<file path="src/hsv_to_rgb_converter_top_defines.svh">
// ---------------------------------------------------------------------------
// HSV to RGB converter assertion macros
// Shared concurrent assertion forms, clocked on clk and disabled in reset.
// ---------------------------------------------------------------------------
`ifndef HSV_TO_RGB_CONVERTER_TOP_DEFINES_SVH
`define HSV_TO_RGB_CONVERTER_TOP_DEFINES_SVH

// The consequent must hold in the same cycle as the antecedent.
`define H2R_ASSERT_NOW(lbl, ante, cons) \
    lbl: assert property (@(posedge clk) disable iff (!rst_n) (ante) |-> (cons)) \
        else $error("pipeline check failed in the same cycle");

// The consequent must hold in the cycle after the antecedent.
`define H2R_ASSERT_NEXT(lbl, ante, cons) \
    lbl: assert property (@(posedge clk) disable iff (!rst_n) (ante) |=> (cons)) \
        else $error("pipeline check failed one cycle later");

`endif

</file>
<file path="src/h2r_pkg.sv">
// ---------------------------------------------------------------------------
// HSV to RGB converter package
// Field widths, arithmetic constants, sector codes and shared types.
// ---------------------------------------------------------------------------
`timescale 1ns / 1ps

package h2r_pkg;

    localparam int HUE_W      = 16;
    localparam int PCT_W      = 7;
    localparam int CHAN_W     = 8;
    localparam int SECTOR_W   = 3;
    localparam int OFFS_W     = 6;
    localparam int NUM_STAGES = 7;

    localparam logic [PCT_W-1:0] PCT_FULL   = 7'd100;
    localparam logic [9:0]       HUE_FULL   = 10'd360;
    localparam logic [8:0]       SECTOR_DEG = 9'd60;

    // Reciprocals: floor(x*R>>k) = floor(x/d) where used; hue's may be 1 low.
    localparam logic [7:0]  HUE_RECIP = 8'd182;
    localparam logic [12:0] PCT_RECIP = 13'd5243;
    localparam logic [10:0] SEC_RECIP = 11'd1093;
    localparam logic [14:0] ADJ_RECIP = 15'd17477;

    localparam logic [SECTOR_W-1:0] SEC_RED_YEL  = 3'd0;
    localparam logic [SECTOR_W-1:0] SEC_YEL_GRN  = 3'd1;
    localparam logic [SECTOR_W-1:0] SEC_GRN_CYAN = 3'd2;
    localparam logic [SECTOR_W-1:0] SEC_CYAN_BLU = 3'd3;
    localparam logic [SECTOR_W-1:0] SEC_BLU_MAG  = 3'd4;

    typedef struct packed {
        logic [NUM_STAGES-1:0] load;
    } h2r_ctrl_t;

    typedef struct packed {
        logic [SECTOR_W-1:0] sector;
        logic [OFFS_W-1:0]   offs;
        logic [CHAN_W-1:0]   hi;
        logic [CHAN_W-1:0]   lo;
    } h2r_mid_t;

endpackage

</file>
<file path="src/h2r_channels.sv">
// ---------------------------------------------------------------------------
// HSV to RGB converter channels
// Valid/ready interfaces for the pixel input and the colour output.
// ---------------------------------------------------------------------------
`timescale 1ns / 1ps

interface h2r_in_if;
    import h2r_pkg::*;

    logic             valid;
    logic             ready;
    logic [HUE_W-1:0] hue;
    logic [PCT_W-1:0] saturation;
    logic [PCT_W-1:0] brightness;

    modport source (output valid, output hue, output saturation, output brightness,
                    input ready);
    modport sink   (input valid, input hue, input saturation, input brightness,
                    output ready);
endinterface

interface h2r_out_if;
    import h2r_pkg::*;

    logic              valid;
    logic              ready;
    logic [CHAN_W-1:0] red;
    logic [CHAN_W-1:0] green;
    logic [CHAN_W-1:0] blue;

    modport source (output valid, output red, output green, output blue, input ready);
    modport sink   (input valid, input red, input green, input blue, output ready);
endinterface

</file>
<file path="src/h2r_flow_ctrl.sv">
// ---------------------------------------------------------------------------
// HSV to RGB converter flow control
// Valid bits of every stage and the load enables that collapse bubbles.
// ---------------------------------------------------------------------------
`timescale 1ns / 1ps
`include "hsv_to_rgb_converter_top_defines.svh"

module h2r_flow_ctrl (
    input  logic              clk,
    input  logic              rst_n,
    input  logic              in_valid,
    output logic              in_ready,
    output logic              out_valid,
    input  logic              out_ready,
    output h2r_pkg::h2r_ctrl_t ctrl
);
    import h2r_pkg::*;

    logic [NUM_STAGES-1:0] valid_reg;
    logic [NUM_STAGES-1:0] valid_next;
    logic [NUM_STAGES-1:0] load;
    logic                  in_fire;
    logic                  out_fire;

    // A stage may load when it is empty or when its contents move on.
    always_comb
    begin
        load[NUM_STAGES-1] = !valid_reg[NUM_STAGES-1] || out_ready;
        for (int i = NUM_STAGES - 2; i >= 0; i--)
        begin
            load[i] = !valid_reg[i] || load[i+1];
        end
    end

    always_comb
    begin
        valid_next = valid_reg;
        if (load[0])
        begin
            valid_next[0] = in_valid;
        end
        for (int i = 1; i < NUM_STAGES; i++)
        begin
            if (load[i])
            begin
                valid_next[i] = valid_reg[i-1];
            end
        end
    end

    always_ff @(posedge clk or negedge rst_n)
    begin
        if (!rst_n)
        begin
            valid_reg <= '0;
        end
        else
        begin
            valid_reg <= valid_next;
        end
    end

    assign in_ready  = load[0];
    assign out_valid = valid_reg[NUM_STAGES-1];
    assign ctrl.load = load;
    assign in_fire   = in_valid && in_ready;
    assign out_fire  = out_valid && out_ready;

    `H2R_ASSERT_NEXT(a_accept_enters, in_fire, valid_reg[0])
    `H2R_ASSERT_NOW(a_full_stall_blocks, (&valid_reg) && !out_ready, !in_ready)
    `H2R_ASSERT_NEXT(a_occupancy, 1'b1,
        $countones(valid_reg) == $countones($past(valid_reg))
            + int'($past(in_fire)) - int'($past(out_fire)))

endmodule

</file>
<file path="src/h2r_front.sv">
// ---------------------------------------------------------------------------
// HSV to RGB converter front stages
// Clamping, hue reduction, sector split and the brightest and dimmest levels.
// ---------------------------------------------------------------------------
`timescale 1ns / 1ps

module h2r_front (
    input  logic                        clk,
    input  h2r_pkg::h2r_ctrl_t          ctrl,
    input  logic [h2r_pkg::HUE_W-1:0]   hue,
    input  logic [h2r_pkg::PCT_W-1:0]   saturation,
    input  logic [h2r_pkg::PCT_W-1:0]   brightness,
    output h2r_pkg::h2r_mid_t           mid
);
    import h2r_pkg::*;

    // First stage: clamp, value times 255, coarse hue quotient.
    logic [PCT_W-1:0]  sat_clamp;
    logic [PCT_W-1:0]  bri_clamp;
    logic [23:0]       hue_prod;
    logic [HUE_W-1:0]  hue_a_reg;
    logic [7:0]        quot_a_reg;
    logic [7:0]        quot_a_next;
    logic [PCT_W-1:0]  sat_a_reg;
    logic [14:0]       vx_a_reg;
    logic [14:0]       vx_a_next;

    // Second stage: hue remainder below 720, brightest level.
    logic [16:0]       hue_base;
    logic [HUE_W-1:0]  hue_rem;
    logic [27:0]       hi_prod;
    logic [9:0]        hmod_b_reg;
    logic [9:0]        hmod_b_next;
    logic [CHAN_W-1:0] hi_b_reg;
    logic [CHAN_W-1:0] hi_b_next;
    logic [PCT_W-1:0]  sat_b_reg;

    // Third stage: hue below 360, dimmest level product.
    logic [9:0]        hmod_fix;
    logic [PCT_W-1:0]  dim_pct;
    logic [8:0]        hdeg_c_reg;
    logic [8:0]        hdeg_c_next;
    logic [CHAN_W-1:0] hi_c_reg;
    logic [14:0]       loprod_c_reg;
    logic [14:0]       loprod_c_next;

    // Fourth stage: sector, offset and dimmest level.
    logic [27:0]       lo_prod;
    logic [19:0]       sec_prod;
    logic [SECTOR_W-1:0] sector;
    logic [8:0]        sec_base;
    logic [8:0]        offs_full;
    h2r_mid_t          mid_reg;
    h2r_mid_t          mid_next;

    always_comb
    begin
        sat_clamp   = (saturation > PCT_FULL) ? PCT_FULL : saturation;
        bri_clamp   = (brightness > PCT_FULL) ? PCT_FULL : brightness;
        vx_a_next   = {bri_clamp, 8'd0} - {8'd0, bri_clamp};
        hue_prod    = {8'd0, hue} * {16'd0, HUE_RECIP};
        quot_a_next = hue_prod[23:16];
    end

    always_ff @(posedge clk)
    begin
        if (ctrl.load[0])
        begin
            hue_a_reg  <= hue;
            quot_a_reg <= quot_a_next;
            sat_a_reg  <= sat_clamp;
            vx_a_reg   <= vx_a_next;
        end
    end

    always_comb
    begin
        hue_base    = {9'd0, quot_a_reg} * {7'd0, HUE_FULL};
        hue_rem     = hue_a_reg - hue_base[HUE_W-1:0];
        hmod_b_next = hue_rem[9:0];
        hi_prod     = {13'd0, vx_a_reg} * {15'd0, PCT_RECIP};
        hi_b_next   = hi_prod[26:19];
    end

    always_ff @(posedge clk)
    begin
        if (ctrl.load[1])
        begin
            hmod_b_reg <= hmod_b_next;
            hi_b_reg   <= hi_b_next;
            sat_b_reg  <= sat_a_reg;
        end
    end

    always_comb
    begin
        hmod_fix      = (hmod_b_reg >= HUE_FULL) ? (hmod_b_reg - HUE_FULL) : hmod_b_reg;
        hdeg_c_next   = hmod_fix[8:0];
        dim_pct       = PCT_FULL - sat_b_reg;
        loprod_c_next = {7'd0, hi_b_reg} * {8'd0, dim_pct};
    end

    always_ff @(posedge clk)
    begin
        if (ctrl.load[2])
        begin
            hdeg_c_reg   <= hdeg_c_next;
            hi_c_reg     <= hi_b_reg;
            loprod_c_reg <= loprod_c_next;
        end
    end

    always_comb
    begin
        lo_prod         = {13'd0, loprod_c_reg} * {15'd0, PCT_RECIP};
        sec_prod        = {11'd0, hdeg_c_reg} * {9'd0, SEC_RECIP};
        sector          = sec_prod[18:16];
        sec_base        = {6'd0, sector} * SECTOR_DEG;
        offs_full       = hdeg_c_reg - sec_base;
        mid_next.sector = sector;
        mid_next.offs   = offs_full[OFFS_W-1:0];
        mid_next.hi     = hi_c_reg;
        mid_next.lo     = lo_prod[26:19];
    end

    always_ff @(posedge clk)
    begin
        if (ctrl.load[3])
        begin
            mid_reg <= mid_next;
        end
    end

    assign mid = mid_reg;

endmodule

</file>
<file path="src/h2r_back.sv">
// ---------------------------------------------------------------------------
// HSV to RGB converter back stages
// Ramp offset within the sector, channel selection and the output register.
// ---------------------------------------------------------------------------
`timescale 1ns / 1ps

module h2r_back (
    input  logic                        clk,
    input  h2r_pkg::h2r_ctrl_t          ctrl,
    input  h2r_pkg::h2r_mid_t           mid,
    output logic [h2r_pkg::CHAN_W-1:0]  red,
    output logic [h2r_pkg::CHAN_W-1:0]  green,
    output logic [h2r_pkg::CHAN_W-1:0]  blue
);
    import h2r_pkg::*;

    logic [CHAN_W-1:0]   span;
    logic [13:0]         adjprod_e_reg;
    logic [13:0]         adjprod_e_next;
    logic [SECTOR_W-1:0] sector_e_reg;
    logic [CHAN_W-1:0]   hi_e_reg;
    logic [CHAN_W-1:0]   lo_e_reg;

    logic [28:0]         adj_prod;
    logic [CHAN_W-1:0]   adj_f_reg;
    logic [CHAN_W-1:0]   adj_f_next;
    logic [SECTOR_W-1:0] sector_f_reg;
    logic [CHAN_W-1:0]   hi_f_reg;
    logic [CHAN_W-1:0]   lo_f_reg;

    logic [CHAN_W-1:0]   rise;
    logic [CHAN_W-1:0]   fall;
    logic [CHAN_W-1:0]   red_reg;
    logic [CHAN_W-1:0]   red_next;
    logic [CHAN_W-1:0]   green_reg;
    logic [CHAN_W-1:0]   green_next;
    logic [CHAN_W-1:0]   blue_reg;
    logic [CHAN_W-1:0]   blue_next;

    always_comb
    begin
        span           = mid.hi - mid.lo;
        adjprod_e_next = {6'd0, span} * {8'd0, mid.offs};
    end

    always_ff @(posedge clk)
    begin
        if (ctrl.load[4])
        begin
            adjprod_e_reg <= adjprod_e_next;
            sector_e_reg  <= mid.sector;
            hi_e_reg      <= mid.hi;
            lo_e_reg      <= mid.lo;
        end
    end

    always_comb
    begin
        adj_prod   = {15'd0, adjprod_e_reg} * {14'd0, ADJ_RECIP};
        adj_f_next = adj_prod[27:20];
    end

    always_ff @(posedge clk)
    begin
        if (ctrl.load[5])
        begin
            adj_f_reg    <= adj_f_next;
            sector_f_reg <= sector_e_reg;
            hi_f_reg     <= hi_e_reg;
            lo_f_reg     <= lo_e_reg;
        end
    end

    always_comb
    begin
        rise = lo_f_reg + adj_f_reg;
        fall = hi_f_reg - adj_f_reg;
        case (sector_f_reg)
            SEC_RED_YEL:
            begin
                red_next = hi_f_reg; green_next = rise; blue_next = lo_f_reg;
            end
            SEC_YEL_GRN:
            begin
                red_next = fall; green_next = hi_f_reg; blue_next = lo_f_reg;
            end
            SEC_GRN_CYAN:
            begin
                red_next = lo_f_reg; green_next = hi_f_reg; blue_next = rise;
            end
            SEC_CYAN_BLU:
            begin
                red_next = lo_f_reg; green_next = fall; blue_next = hi_f_reg;
            end
            SEC_BLU_MAG:
            begin
                red_next = rise; green_next = lo_f_reg; blue_next = hi_f_reg;
            end
            default:
            begin
                red_next = hi_f_reg; green_next = lo_f_reg; blue_next = fall;
            end
        endcase
    end

    always_ff @(posedge clk)
    begin
        if (ctrl.load[6])
        begin
            red_reg   <= red_next;
            green_reg <= green_next;
            blue_reg  <= blue_next;
        end
    end

    assign red   = red_reg;
    assign green = green_reg;
    assign blue  = blue_reg;

endmodule

</file>
<file path="src/hsv_to_rgb_converter_top.sv">
// ---------------------------------------------------------------------------
// HSV to RGB converter
// Converts a hue, saturation and value triple to an 8-bit RGB triple.
// ---------------------------------------------------------------------------
// The converter accepts one transaction per clock unless all stages are full
// and the output stalls. Results leave in order through a seven-stage pipeline
// whose last stage is the output register. Every division by a constant is a
// reciprocal multiplication. The multiplies are spread over the stages so that
// no path holds more than one wide multiply. The hue is reduced in the first
// three stages, alongside the brightest and dimmest levels. The sector and its
// offset are found in the fourth, and the ramp step in the fifth and sixth.
// The seventh stage selects the channels. This spread is what sets the depth.
// Back-pressure from the output stalls only the stages that are full, so
// bubbles are squeezed out and input is refused only when all stages hold data.
`timescale 1ns / 1ps

module hsv_to_rgb_converter_top (
    input  logic        clk,
    input  logic        rst_n,
    h2r_in_if.sink      pixel_in,
    h2r_out_if.source   pixel_out
);
    import h2r_pkg::*;

    h2r_ctrl_t ctrl;
    h2r_mid_t  mid;

    h2r_flow_ctrl u_flow_ctrl (
        .clk       (clk),
        .rst_n     (rst_n),
        .in_valid  (pixel_in.valid),
        .in_ready  (pixel_in.ready),
        .out_valid (pixel_out.valid),
        .out_ready (pixel_out.ready),
        .ctrl      (ctrl)
    );

    h2r_front u_front (
        .clk        (clk),
        .ctrl       (ctrl),
        .hue        (pixel_in.hue),
        .saturation (pixel_in.saturation),
        .brightness (pixel_in.brightness),
        .mid        (mid)
    );

    h2r_back u_back (
        .clk   (clk),
        .ctrl  (ctrl),
        .mid   (mid),
        .red   (pixel_out.red),
        .green (pixel_out.green),
        .blue  (pixel_out.blue)
    );

endmodule

</file>
<file path="src/flat_wrapper.sv">
// flat-port wrapper written by rule: the top's interface ports become plain ports
module hsv_to_rgb_converter_top_flat import h2r_pkg::*;
  (clk, rst_n, pixel_in_valid, pixel_in_hue, pixel_in_saturation, pixel_in_brightness, pixel_in_ready, pixel_out_valid, pixel_out_red, pixel_out_green, pixel_out_blue, pixel_out_ready);
  h2r_in_if pixel_in_i ();
  h2r_out_if pixel_out_i ();
  input  logic clk;
  input  logic rst_n;
  input wire logic [$bits(pixel_in_i.valid)-1:0] pixel_in_valid;
  input wire logic [$bits(pixel_in_i.hue)-1:0] pixel_in_hue;
  input wire logic [$bits(pixel_in_i.saturation)-1:0] pixel_in_saturation;
  input wire logic [$bits(pixel_in_i.brightness)-1:0] pixel_in_brightness;
  output wire logic [$bits(pixel_in_i.ready)-1:0] pixel_in_ready;
  output wire logic [$bits(pixel_out_i.valid)-1:0] pixel_out_valid;
  output wire logic [$bits(pixel_out_i.red)-1:0] pixel_out_red;
  output wire logic [$bits(pixel_out_i.green)-1:0] pixel_out_green;
  output wire logic [$bits(pixel_out_i.blue)-1:0] pixel_out_blue;
  input wire logic [$bits(pixel_out_i.ready)-1:0] pixel_out_ready;
  assign pixel_in_i.valid = pixel_in_valid;
  assign pixel_in_i.hue = pixel_in_hue;
  assign pixel_in_i.saturation = pixel_in_saturation;
  assign pixel_in_i.brightness = pixel_in_brightness;
  assign pixel_in_ready = pixel_in_i.ready;
  assign pixel_out_valid = pixel_out_i.valid;
  assign pixel_out_red = pixel_out_i.red;
  assign pixel_out_green = pixel_out_i.green;
  assign pixel_out_blue = pixel_out_i.blue;
  assign pixel_out_i.ready = pixel_out_ready;
  hsv_to_rgb_converter_top u_core (.clk(clk), .rst_n(rst_n), .pixel_in(pixel_in_i), .pixel_out(pixel_out_i));
endmodule
</file>
<file path="config.mk">
export PLATFORM = sky130hd
export DESIGN_NAME = hsv_to_rgb_converter_top_flat
export DESIGN_NICKNAME = d
export VERILOG_FILES = /design/src/h2r_pkg.sv /design/src/h2r_channels.sv /design/src/h2r_flow_ctrl.sv /design/src/h2r_front.sv /design/src/h2r_back.sv /design/src/hsv_to_rgb_converter_top.sv /design/src/flat_wrapper.sv
export VERILOG_INCLUDE_DIRS = /design/src /design/src/src
export SDC_FILE = /design/constraint.sdc
export NUM_CORES = 1
export LEC_CHECK = 0
export ABC_AREA = 1
export ABC_CLOCK_PERIOD_IN_PS = 4850
export BUFFER_PORTS_ARGS = -buffer_cell sky130_fd_sc_hd__buf_4
export CORE_UTILIZATION = 44
export CTS_BUF_LIST = sky130_fd_sc_hd__clkbuf_8
export CTS_CLUSTER_SIZE = 25
export DETAILED_ROUTE_END_ITERATION = 8
export PLACE_DENSITY = 0.67
export SYNTH_ARGS = -nofsm -noshare
export SYNTH_HDL_FRONTEND = slang
export SYNTH_SLANG_ARGS = --single-unit
export TNS_END_PERCENT = 100
</file>
<file path="constraint.sdc">
create_clock -name clk -period 4.85 [get_ports clk]
set_clock_uncertainty 0.2 [all_clocks]
set_input_delay 0.7275 -clock clk [delete_from_list [all_inputs] [get_ports clk]]
set_output_delay 0.7275 -clock clk [all_outputs]
set_load 0.05 [all_outputs]
</file>
==> results.toml <==
[setup_path]
endpoint_kind = "flop"
path_cells = "inv_1 > ha_2 > or2_1 > nand2_1 > or2_4 > nand2_2 > or2_1 > nand2_2 > inv_2 > nand2_2 > fa_1 > fa_1 > inv_1 > fa_1 > inv_1 > fa_1 > inv_2 > ha_4 > a21oi_4 > o21bai_4 > a21oi_2 > o21bai_1 > xor2_1"
cp_common_cell = "fa_1"
timing.rr.start = "u_core.u_front.sat_b_reg[1]$_DFFE_PP_"
crit_path_max_fanout = 4
timing.rr.end = "u_core.u_front.loprod_c_reg[11]$_DFFE_PP_"
critical_path.startpoint_type = "flop"
cpPeakStageDelay_ns = 0.49
cp.required_ns = 4.94
reg2reg_depth = 23
critPathArrivalTime_ns = 4.95
path_delay_family = "adder cells"
path_buf_inv = 5
worstSetupPathType = "flop to flop"
slowest_stage = "fa_1"
r2r_slack_ns = -0.01

[synthesis]
synth_area_um2 = 26350
synth_ff_type = "edfxtp_1"
synth-edff-count = 205
yosys_warnings = 0
synth_nets = 3758
ys_ff_latch = 212
synthCells = 3004
ys_types = 43
yosysSeqAreaShare_pct = 24.02
synthArstFlopShare_pct = 3.302
syn_area_per_cell_um2 = 8.773

[sta]
tightestPinTransition_ns = 1.081
rsz0062_at_grt = "true"
finalSetupViolations = 2
fmax_mhz = 205.8
finalCriticalPeriod_ns = 4.860
slew_headroom_pct = 27.89
fin_tns_setup_ns = -0.01402
finalHoldViolCount = 0
holdWs_ns = 0.1751
maxSlewViolCount = 0
worst_slack_ns = -0.009638
min_period_over_period_pct = 100.2

[layout]
largest_reg_flops = 25
layout_common_cells = "730 x inv_1, 517 x nand2_1, 427 x ha_1"
multi_input_area_um2 = 18020
fillCellCount = 5410
num_antenna_cells = 0
seqCellArea_um2 = 6331
final_common_cell = "inv_1"
areaGrowthSynthToFinish_pct = 13.86
drive_gt1_share_pct = 12.51
fin_nets = 3934

[floorplan]
dieArea_um2 = 60880
die-height_um = 246.7
pin_count = 60
start_util_pct = 44.57
rows = 89
core_um2 = 59130
fp.dieW_um = 246.7

[grt]
gr-usage-met3_pct = 2.496
use_met2_pct = 33.77
busiest_layer = "met2"
use_met1_pct = 24.41
grt_max_degree = 41
grt-ovfl-total = 0
grt.total_usage_pct = 18.95
grt_pass1_vias = 19874
antenna_found_initial = 1
grt_pass1_wl_um = 94160

[worst_hold_path]
min_from = "pixel_in_saturation[5]"
hold_path_class = "input port to flop"
hold_depth = 1
holdPathEnd = "u_core.u_front.sat_a_reg[5]$_SDFFCE_PN1P_"

[run_status]
violations = "design-rule violations, negative setup slack"
status = "complete, but fails checks"

[clocking]
cts_buffers = 34
clockBufferDepth = 3
htreeDepth = 2
clk_pin_slew_ns = 0.06
tritoncts = "built"
clkLatencyLatePin_ns = 0.55
clock-root-buffer = "clkbuf_8"
cts.sinks = 212

[routing]
drt_iter0_drc = 912
wl_um = 56460
route.detailed.drc = 2
ant_nets = 0
wire_per_inst_um = 14.19
drt_pass1_iterations = 7
via_per_inst = 4.910
vias = 19536

[place]
place.gp.congestion = 0.9347
dp_slack_ns = -0.08524
hpwl_um = 47460
io_buffers = 59

[job]
drv_cap = 0
[cell families after synthesis]
family          after synthesis  synth area share (%)
simple gates               1002                 16.20
fa+ha+maj                   720                 41.62
xor+xnor                     65                 2.160
compound gates              233                 4.995
buf+inv                     772                 11.01
flops                       212                 24.02
[cells in the mapped netlist (6+ instances only)]
| cell | count | share of area, % |
|---|---|---|
| nor2_1 | 193 | 2.7 |
| inv_2 | 36 | 0.51 |
| nand2_1 | 543 | 7.7 |
| a21o_1 | 14 | 0.40 |
| fa_1 | 261 | 20 |
| a21oi_1 | 114 | 2.2 |
| dfrtp_1 | 7 | 0.66 |
| o21ai_0 | 21 | 0.40 |
| nand4_1 | 57 | 1.4 |
| xnor2_1 | 26 | 0.86 |
| edfxtp_1 | 205 | 23 |
| or2_1 | 13 | 0.31 |
| o21ai_1 | 37 | 0.70 |
| o21a_1 | 7 | 0.20 |
| ha_1 | 459 | 22 |
| o21bai_1 | 19 | 0.54 |
| xor2_1 | 39 | 1.3 |
| nor3_1 | 24 | 0.46 |
| nand3_1 | 133 | 2.5 |
| inv_1 | 727 | 10 |
| nand2_2 | 6 | 0.14 |
[layout make-up]
class                      instances  share of cell area, %
sequential                       212                  21.10
inverter                         767                  9.595
tap                              773                  3.223
timing repair buffer             145                  3.699
multi-input combinational       2020                  60.04
clock buffer                      37                  1.697
clock inverter                    25                 0.6463
[worst max-delay path by stage]
| stage | startpoint | to | slack [ns] | cells past startpoint |
|---|---|---|---|---|
| after floorplan | u_core.u_front.sat_b_reg[0]$_DFFE_PP_ | u_core.u_front.loprod_c_reg[11]$_DFFE_PP_ | 0.02 | 24 |
| after CTS | u_core.u_front.sat_b_reg[0]$_DFFE_PP_ | u_core.u_front.loprod_c_reg[10]$_DFFE_PP_ | 0.01 | 20 |
| after detailed placement | u_core.u_front.mid[0]$_DFFE_PP_ | u_core.u_back.adjprod_e_reg[11]$_DFFE_PP_ | -0.09 | 18 |
| final | u_core.u_front.sat_b_reg[1]$_DFFE_PP_ | u_core.u_front.loprod_c_reg[11]$_DFFE_PP_ | -0.01 | 23 |
| after global routing | u_core.u_front.sat_b_reg[1]$_DFFE_PP_ | u_core.u_front.loprod_c_reg[11]$_DFFE_PP_ | -0.22 | 23 |
| after global placement | u_core.u_front.sat_b_reg[1]$_DFFE_PP_ | u_core.u_front.loprod_c_reg[10]$_DFFE_PP_ | 0.03 | 21 |
[what timing repair did]
item / 4_1_cts / 5_1_grt
endpoints found under the setup margin: 8 / 31
gates cloned: 0 / 0
hold buffers: 1 / 0
pin swaps: 5 / 44
endpoints found under the hold margin: 7 / 0
buffers inserted: 2 / 38
resized for setup: 7 / 172
[per-stage QoR]
step                      instance area [µm²]  instances  utilization (%)
after floorplan                         26400       3004                -
after global placement                  28130       3876            47.57
after detailed placement                28130       3876            47.57
after CTS                               28890       3941            48.86
after global routing                    30010       3979            50.75
final                                   30010       3979            50.75
[layer usage]
layer | vias to the layer above | share of wire, %
li1 | 9884 | -
met5 | - | 0
met4 | 0 | 2.1
met2 | 331 | 50
met1 | 9232 | 44
met3 | 89 | 3.7
Power is left out: the tool's default activity adds up to more than one toggle a clock period on the data nets, which glitch-free logic cannot reach.
